**config.mk**
```make
export PLATFORM = sky130hd
export DESIGN_NAME = crc8_sync_frame_receiver_unit_flat
export DESIGN_NICKNAME = d
export VERILOG_FILES = /design/src/hdl/crc8sfr_pkg.sv /design/src/hdl/crc8sfr_if.sv /design/src/hdl/crc8sfr_frame_check.sv /design/src/hdl/crc8_sync_frame_receiver_unit.sv /design/src/flat_wrapper.sv
export SDC_FILE = /design/constraint.sdc
export NUM_CORES = 1
export LEC_CHECK = 0
export ABC_AREA = 1
export BUFFER_PORTS_ARGS = -buffer_cell sky130_fd_sc_hd__buf_2
export CAP_MARGIN = 10
export CORE_AREA = 3 3 161 100
export CTS_CLUSTER_DIAMETER = 30
export DETAILED_ROUTE_END_ITERATION = 8
export DIE_AREA = 0 0 164 103
export PLACE_DENSITY = 0.54
export SYNTH_ARGS = -nofsm -noshare
export SYNTH_HDL_FRONTEND = slang
export SYNTH_SLANG_ARGS = --single-unit
```
**constraint.sdc**
```tcl
create_clock -name clk_i -period 3.8 [get_ports clk_i]
set_input_delay 0.76 -clock clk_i [delete_from_list [all_inputs] [get_ports clk_i]]
set_output_delay 0.76 -clock clk_i [all_outputs]
set_load 0.02 [all_outputs]
```
**src/hdl/crc8sfr_pkg.sv**
```systemverilog
`timescale 1ns / 1ps
// ----------------------------------------------------------------------------
// crc8sfr_pkg
// Shared constants, result type and CRC-8 (poly 0x07) byte step for the
// framed sync-packet receiver.
// ----------------------------------------------------------------------------
package crc8sfr_pkg;

  localparam int unsigned FrameBytesDef = 8;
  localparam int unsigned PosW          = 4;
  localparam int unsigned PayloadW      = 40;

  localparam logic [7:0] CrcPoly   = 8'h07;
  localparam logic [7:0] CrcMsb    = 8'h80;
  localparam logic [7:0] StartMark = 8'hAA;
  localparam logic [7:0] StopCmd   = 8'h01;
  localparam logic [PosW-1:0] PosMax = '1;

  typedef struct packed {
    logic [31:0] time_stamp;
    logic [7:0]  extra_byte;
    logic        stop_request;
  } sync_res_t;

  // One byte through the CRC, MSB first, no reflection, no final xor.
  function automatic logic [7:0] crc8_step(input logic [7:0] crc, input logic [7:0] b);
    logic [7:0] c;
    c = crc ^ b;
    for (int i = 0; i < 8; i++) begin
      if ((c & CrcMsb) != 8'h00) begin
        c = (c << 1) ^ CrcPoly;
      end else begin
        c = c << 1;
      end
    end
    return c;
  endfunction

endpackage

```
**src/hdl/crc8sfr_if.sv**
```systemverilog
`timescale 1ns / 1ps
// ----------------------------------------------------------------------------
// crc8sfr_if
// Valid/ready channels: received bytes in, sync requests out.
// ----------------------------------------------------------------------------
interface crc8sfr_byte_if;
  logic       valid;
  logic       ready;
  logic [7:0] data_byte;
  logic       end_of_packet;

  modport source (output valid, output data_byte, output end_of_packet, input ready);
  modport sink   (input valid, input data_byte, input end_of_packet, output ready);
endinterface

interface crc8sfr_sync_if;
  logic        valid;
  logic        ready;
  logic [31:0] time_stamp;
  logic [7:0]  extra_byte;
  logic        stop_request;

  modport source (output valid, output time_stamp, output extra_byte,
                  output stop_request, input ready);
  modport sink   (input valid, input time_stamp, input extra_byte,
                  input stop_request, output ready);
endinterface

```
**src/hdl/crc8sfr_frame_check.sv**
```systemverilog
`timescale 1ns / 1ps
// ----------------------------------------------------------------------------
// crc8sfr_frame_check
// Per-packet state: byte position, running CRC, start mark, command and
// payload. Flags a valid frame on its last byte.
// ----------------------------------------------------------------------------
module crc8sfr_frame_check
  import crc8sfr_pkg::*;
#(
  parameter int unsigned FRAME_BYTES = FrameBytesDef
) (
  input  logic       clk_i,
  input  logic       rst_ni,
  input  logic       step_i,
  input  logic [7:0] data_byte_i,
  input  logic       eop_i,
  output logic       hit_o,
  output sync_res_t  res_o
);

  localparam logic [PosW-1:0] LastPos = PosW'(FRAME_BYTES - 1);
  localparam logic [PosW-1:0] PayPos  = PosW'(2);

  logic [PosW-1:0]     pos_q, pos_d;
  logic [7:0]          crc_q, crc_d;
  logic                start_q, start_d;
  logic [7:0]          cmd_q, cmd_d;
  logic [PayloadW-1:0] pay_q, pay_d;

  logic                first;
  logic [7:0]          crc_base, cmd_base;
  logic [PayloadW-1:0] pay_base;

  always_comb begin
    first    = (pos_q == '0);
    crc_base = first ? 8'h00 : crc_q;
    cmd_base = first ? 8'h00 : cmd_q;
    pay_base = first ? '0 : pay_q;
    start_d  = first ? (data_byte_i == StartMark) : start_q;
    cmd_d    = (pos_q == PosW'(1)) ? data_byte_i : cmd_base;
    pay_d    = ((pos_q >= PayPos) && (pos_q < LastPos)) ?
               {pay_base[PayloadW-9:0], data_byte_i} : pay_base;
    crc_d    = (pos_q < LastPos) ? crc8_step(crc_base, data_byte_i) : crc_base;
    if (eop_i) begin
      pos_d = '0;
    end else begin
      pos_d = (pos_q == PosMax) ? PosMax : pos_q + PosW'(1);
    end
    hit_o              = eop_i && (pos_q == LastPos) && start_d && (data_byte_i == crc_d);
    res_o.time_stamp   = pay_d[PayloadW-1:8];
    res_o.extra_byte   = pay_d[7:0];
    res_o.stop_request = (cmd_d == StopCmd);
  end

  always_ff @(posedge clk_i or negedge rst_ni) begin
    if (!rst_ni) begin
      pos_q <= '0;
    end else if (step_i) begin
      pos_q <= pos_d;
    end
  end

  // Cleared on the first byte of each packet, so no reset needed.
  always_ff @(posedge clk_i) begin
    if (step_i) begin
      crc_q   <= crc_d;
      start_q <= start_d;
      cmd_q   <= cmd_d;
      pay_q   <= pay_d;
    end
  end

endmodule

```
**src/hdl/crc8_sync_frame_receiver_unit.sv**
```systemverilog
`timescale 1ns / 1ps
// ----------------------------------------------------------------------------
// crc8_sync_frame_receiver_unit
// Framed sync-packet receiver: checks length, start mark and CRC-8 and
// issues one sync request per good frame.
// ----------------------------------------------------------------------------
// Path: a frame's last byte passes from the input register through the check,
// and its request is written to the result register when that byte advances.
// Throughput: one byte per cycle unless a good frame's last byte waits on an
// untaken request; set by the combinational CRC step between the registers.
// A byte that gives no request never waits on the output side.
// Reset clears position, input and result valid; the first packet starts fresh.
module crc8_sync_frame_receiver_unit
  import crc8sfr_pkg::*;
#(
  parameter int unsigned FRAME_BYTES = FrameBytesDef
) (
  input  logic          clk_i,
  input  logic          rst_ni,
  crc8sfr_byte_if.sink  in_i,
  crc8sfr_sync_if.source out_o
);

  logic       in_v_q;
  logic [7:0] in_byte_q;
  logic       in_eop_q;
  logic       res_v_q, res_v_d;
  sync_res_t  res_q;
  sync_res_t  frame_res;
  logic       hit;
  logic       advance;

  crc8sfr_frame_check #(
    .FRAME_BYTES(FRAME_BYTES)
  ) u_frame_check (
    .clk_i      (clk_i),
    .rst_ni     (rst_ni),
    .step_i     (advance),
    .data_byte_i(in_byte_q),
    .eop_i      (in_eop_q),
    .hit_o      (hit),
    .res_o      (frame_res)
  );

  assign advance    = in_v_q && (!hit || !res_v_q || out_o.ready);
  assign in_i.ready = !in_v_q || advance;

  always_comb begin
    res_v_d = res_v_q;
    if (advance && hit) begin
      res_v_d = 1'b1;
    end else if (out_o.ready) begin
      res_v_d = 1'b0;
    end
  end

  always_ff @(posedge clk_i or negedge rst_ni) begin
    if (!rst_ni) begin
      in_v_q  <= 1'b0;
      res_v_q <= 1'b0;
    end else begin
      if (in_i.ready) begin
        in_v_q <= in_i.valid;
      end
      res_v_q <= res_v_d;
    end
  end

  always_ff @(posedge clk_i) begin
    if (in_i.valid && in_i.ready) begin
      in_byte_q <= in_i.data_byte;
      in_eop_q  <= in_i.end_of_packet;
    end
    if (advance && hit) begin
      res_q <= frame_res;
    end
  end

  assign out_o.valid        = res_v_q;
  assign out_o.time_stamp   = res_q.time_stamp;
  assign out_o.extra_byte   = res_q.extra_byte;
  assign out_o.stop_request = res_q.stop_request;

endmodule

```
**src/flat_wrapper.sv**
```systemverilog
// flat-port wrapper written by rule: the top's interface ports become plain ports
module crc8_sync_frame_receiver_unit_flat import crc8sfr_pkg::*;
#(
  parameter int unsigned FRAME_BYTES = FrameBytesDef
)
  (clk_i, rst_ni, in_i_valid, in_i_data_byte, in_i_end_of_packet, in_i_ready, out_o_valid, out_o_time_stamp, out_o_extra_byte, out_o_stop_request, out_o_ready);
  crc8sfr_byte_if in_i_i ();
  crc8sfr_sync_if out_o_i ();
  input  logic clk_i;
  input  logic rst_ni;
  input wire logic [$bits(in_i_i.valid)-1:0] in_i_valid;
  input wire logic [$bits(in_i_i.data_byte)-1:0] in_i_data_byte;
  input wire logic [$bits(in_i_i.end_of_packet)-1:0] in_i_end_of_packet;
  output wire logic [$bits(in_i_i.ready)-1:0] in_i_ready;
  output wire logic [$bits(out_o_i.valid)-1:0] out_o_valid;
  output wire logic [$bits(out_o_i.time_stamp)-1:0] out_o_time_stamp;
  output wire logic [$bits(out_o_i.extra_byte)-1:0] out_o_extra_byte;
  output wire logic [$bits(out_o_i.stop_request)-1:0] out_o_stop_request;
  input wire logic [$bits(out_o_i.ready)-1:0] out_o_ready;
  assign in_i_i.valid = in_i_valid;
  assign in_i_i.data_byte = in_i_data_byte;
  assign in_i_i.end_of_packet = in_i_end_of_packet;
  assign in_i_ready = in_i_i.ready;
  assign out_o_valid = out_o_i.valid;
  assign out_o_time_stamp = out_o_i.time_stamp;
  assign out_o_extra_byte = out_o_i.extra_byte;
  assign out_o_stop_request = out_o_i.stop_request;
  assign out_o_i.ready = out_o_ready;
  crc8_sync_frame_receiver_unit #(.FRAME_BYTES(FRAME_BYTES)) u_core (.clk_i(clk_i), .rst_ni(rst_ni), .in_i(in_i_i), .out_o(out_o_i));
endmodule
```
==> summary.md <==
| Metric | Value |
|---|---|
| Outcome | `complete, no violations` |
| Maxcap violations | `0` |
| RSZ-0062 raised after global routing | `false` |
| Tcrit/Tclk final | `94.6%` |
| F_max | `278 MHz` |
| Ys Warns | `0` |
| Critical Path Fanout Max | `14` |
| Cell mode on critical path | `nand2_1` |
| Crit path kind | `reg2out` |
| CTS tree | `built` |
| Pin count of the biggest net entering global routing | `80` |
| Setup TNS Final | `0 ns` |
| Final hold vios | `0` |
| Synth unique cells | `27` |
| Cells along the critical path | `inv_2 -> ha_4 -> nand2_8 -> nand2_2 -> nand2_1 -> nand2_2 -> nand2_1 -> nand2_1 -> nand2_1 -> nand2_2 -> nand2_1 -> nand3_1 -> nand2_1 -> nand2_1 -> nand2_1 -> nor2_4 -> nand4_1 -> buf_4` |
| R2R Path End | `u_core.out_o.extra_byte[7]` |
| Syn Inst Count | `519` |
| Cell row count | `34` |
| Via count | `3876` |
| Hold crit path type | `in2async` |
| DRC viols | `0` |
| Synth Flop Type | `edfxtp_1` |
| Worst Skew | `0.0135 ns` |
| Final Setup Violations | `0` |
| Final non-filler cell total | `798` |
| Total Routing Usage GR | `14.2%` |
| N_diodes | `0` |
| Clk sinks | `113` |
| TritonCTS buffer count | `17` |
| Asr flop ratio synth | `5.31%` |
| Avg Cell Area, Syn | `9.93 um2` |
| Die W | `164 um` |
| EDFF count, synth | `107` |
| Fin nets | `604` |
| Initial antenna violation count | `0` |
| Area of the die | `16900 um2` |
| Reg2reg path depth | `19` |
| Slowest CP cell | `dfrtp_2` |
| Initial DRC Count | `348` |
| Slew HR | `55.2%` |
| Synth top cells by count | `177 x nand2_1, 107 x edfxtp_1, 65 x nand3_1` |
| Grt ovf | `0` |
| Area delta synth->final | `24.1%` |
| Clk pin slew, worst setup/hold paths | `0.06 ns` |
| First-pass GRT wire length | `18.4 mm` |
| FF-to-FF Start | `u_core.u_frame_check.pos_q[0]` |
| Vias in the first global route | `3597` |
| Number of synthesized register bits | `113` |
| Critical Path End Type | `primary output` |
| Dpl cells | `761` |
| Synth top area cells | `edfxtp_1 62%, nand2_1 13%, nand3_1 6.3%, o21ai_0 3.2%, inv_1 3.1%` |
| Post-DP HPWL | `7.70 mm` |
| Vias per cell | `4.86` |
| Initial Utilization | `35.3%` |
| Total Wirelength | `11.7 mm` |
| Worst path max stage delay | `0.45 ns` |
| Sequential area share after synthesis | `65.3%` |
| Top-count cell post-synth | `nand2_1` |
| I/O Buffers | `55` |
| Initial DRT Pass Iterations | `6` |
| Share of cells above drive strength 1 | `20.7%` |
| Clock Latency Late Sink | `0.40 ns` |
| Tmin final | `3.59 ns` |
| Antenna viol nets, final | `0` |
| Worst EP arrival | `2.83 ns` |
| CP startpoint kind | `flip-flop` |
| I/O pin total | `56` |
| Power density cells | `659 nW/um2` |
| Mapped cell area | `5150 um2` |
| Die height | `103 um` |
| Synth area leader | `edfxtp_1` |
| CTS max path bufs | `2` |
| R2R Setup Slk | `0.73 ns` |
| WL per Instance | `14.7 um` |
| Root Driver | `clkbuf_16` |
| Worst Path Required | `3.04 ns` |
| GP Congestion | `0.872` |
| Slew Limit Fails | `0` |
| Share of the synthesized area in the top cell type | `62.3%` |
| Post-Syn Nets | `536` |
| H-tree depth | `4` |
| Worst ir drop on vdd | `0.298 mV` |
| Slew at the pin closest to its max-slew limit | `0.672 ns` |
| Core ar. | `14600 um2` |
| Leakage | `2.74 nW` |
per-stage QoR:
stage / utilization (%) / instance area [um2] / total power, mW / hold slack (ns) / setup slack (ns)
finish: 43.8 / 6390 / 4.21 / 0.163 / 0.205
global route: 43.8 / 6390 / 4.46 / 0.153 / 0.00327
CTS: 43.3 / 6310 / 4.21 / 0.156 / 0.0128
detailed placement: 39.0 / 5690 / 2.55 / 0.592 / 0.198
global placement: 39.0 / 5690 / 2.54 / 0.577 / 0.288
floorplan: - / 5150 / 2.34 / 0.464 / 0.659
how the worst max path moves through the flow:
stage                                       start                         end  slack, ns  depth (start not counted)
floorplan           u_core.u_frame_check.pos_q[0]  u_core.out_o.extra_byte[0]       0.66                         13
global placement    u_core.u_frame_check.pos_q[1]                  in_i_ready       0.29                         17
detailed placement  u_core.u_frame_check.pos_q[1]                  in_i_ready       0.20                         17
CTS                 u_core.u_frame_check.pos_q[1]                  in_i_ready       0.01                         18
global route        u_core.u_frame_check.pos_q[0]                  in_i_ready      0.003                         18
finish              u_core.u_frame_check.pos_q[0]                  in_i_ready       0.21                         18
cell families (layout without fill, tap and decap cells):
| group | count (synthesis) | count (layout) | synth area share [%] |
|---|---|---|---|
| XOR/XNOR | 1 | 1 | 0.170 |
| AO/OA/AOI/OAI | 55 | 55 | 5.58 |
| AND/OR/NAND/NOR | 283 | 284 | 23.1 |
| adder cells (fa/ha/maj) | 4 | 4 | 0.971 |
| buffers and inverters | 63 | 143 | 4.95 |
| flip-flops | 113 | 113 | 65.3 |
repair_timing:
action	in CTS	in global routing
gates cloned	1	0
endpoints found under the setup margin	1	1
pin swaps	1	4
setup buffers	0	4
hold buffers	0	0
resized for setup	3	18
cells in the final DEF (no fill, tap or decap), drive strengths merged:
master / synthesis / layout
inv: 44 / 48
bufinv: 0 / 3
edfxtp: 107 / 107
nor2: 27 / 27
buf: 5 / 66
or4: 1 / 1
a21boi: 1 / 1
o311ai: 1 / 1
xor2: 1 / 1
clkbuf: 13 / 18
nand3: 66 / 66
o21ai: 34 / 34
clkinvlp: 0 / 3
nand2: 182 / 183
ha: 4 / 4
clkinv: 1 / 5
a211oi: 1 / 1
dfrtp: 6 / 6
a21oi: 18 / 18
nor3: 2 / 2
nand4: 2 / 2
nor4: 3 / 3
routing by layer:
metal,global-route usage (%),share of wire (%),vias up
met5,0,0,-
met4,4.09,0.45,0
met3,3.69,8.0,6
met2,19.4,41,134
met1,22.0,51,1818
li1,-,-,1918
state kept, by name (all words and copies together), names as in the netlist, 4 cells and up:
signal	flops
u_core.out_o.time_stamp	32
u_core.u_frame_check.pay_q	40
u_core.u_frame_check.pos_q	4
u_core.in_byte_q	8
u_core.u_frame_check.cmd_q	8
u_core.u_frame_check.crc_q	8
u_core.out_o.extra_byte	8
final cells by class:
| type | instances | area, um2 |
|---|---|---|
| clock buffer | 18 | 429 |
| clock inverter | 14 | 179 |
| fill | 1359 | 8200 |
| inverter | 45 | 169 |
| multi-input combinational | 344 | 1620 |
| sequential | 113 | 3370 |
| tap | 198 | 248 |
| timing repair buffer | 66 | 385 |
power breakdown:
| part | total (mW) | internal (mW) | switching (mW) |
|---|---|---|---|
| clock network | 1.63 | 1.04 | 0.587 |
| registers | 1.70 | 1.63 | 0.0707 |
| logic | 0.888 | 0.268 | 0.620 |
| total | 4.21 | 2.94 | 1.28 |
critical path, delay by kind of cell (launching register included):
kind | cells | cell delay, ns
adders and majority gates | 1 | 0.19
buffers and inverters | 2 | 0.30
DFF | 1 | 0.45
and+or+nand+nor | 15 | 1.50
(Power assumes the default switching activity.)
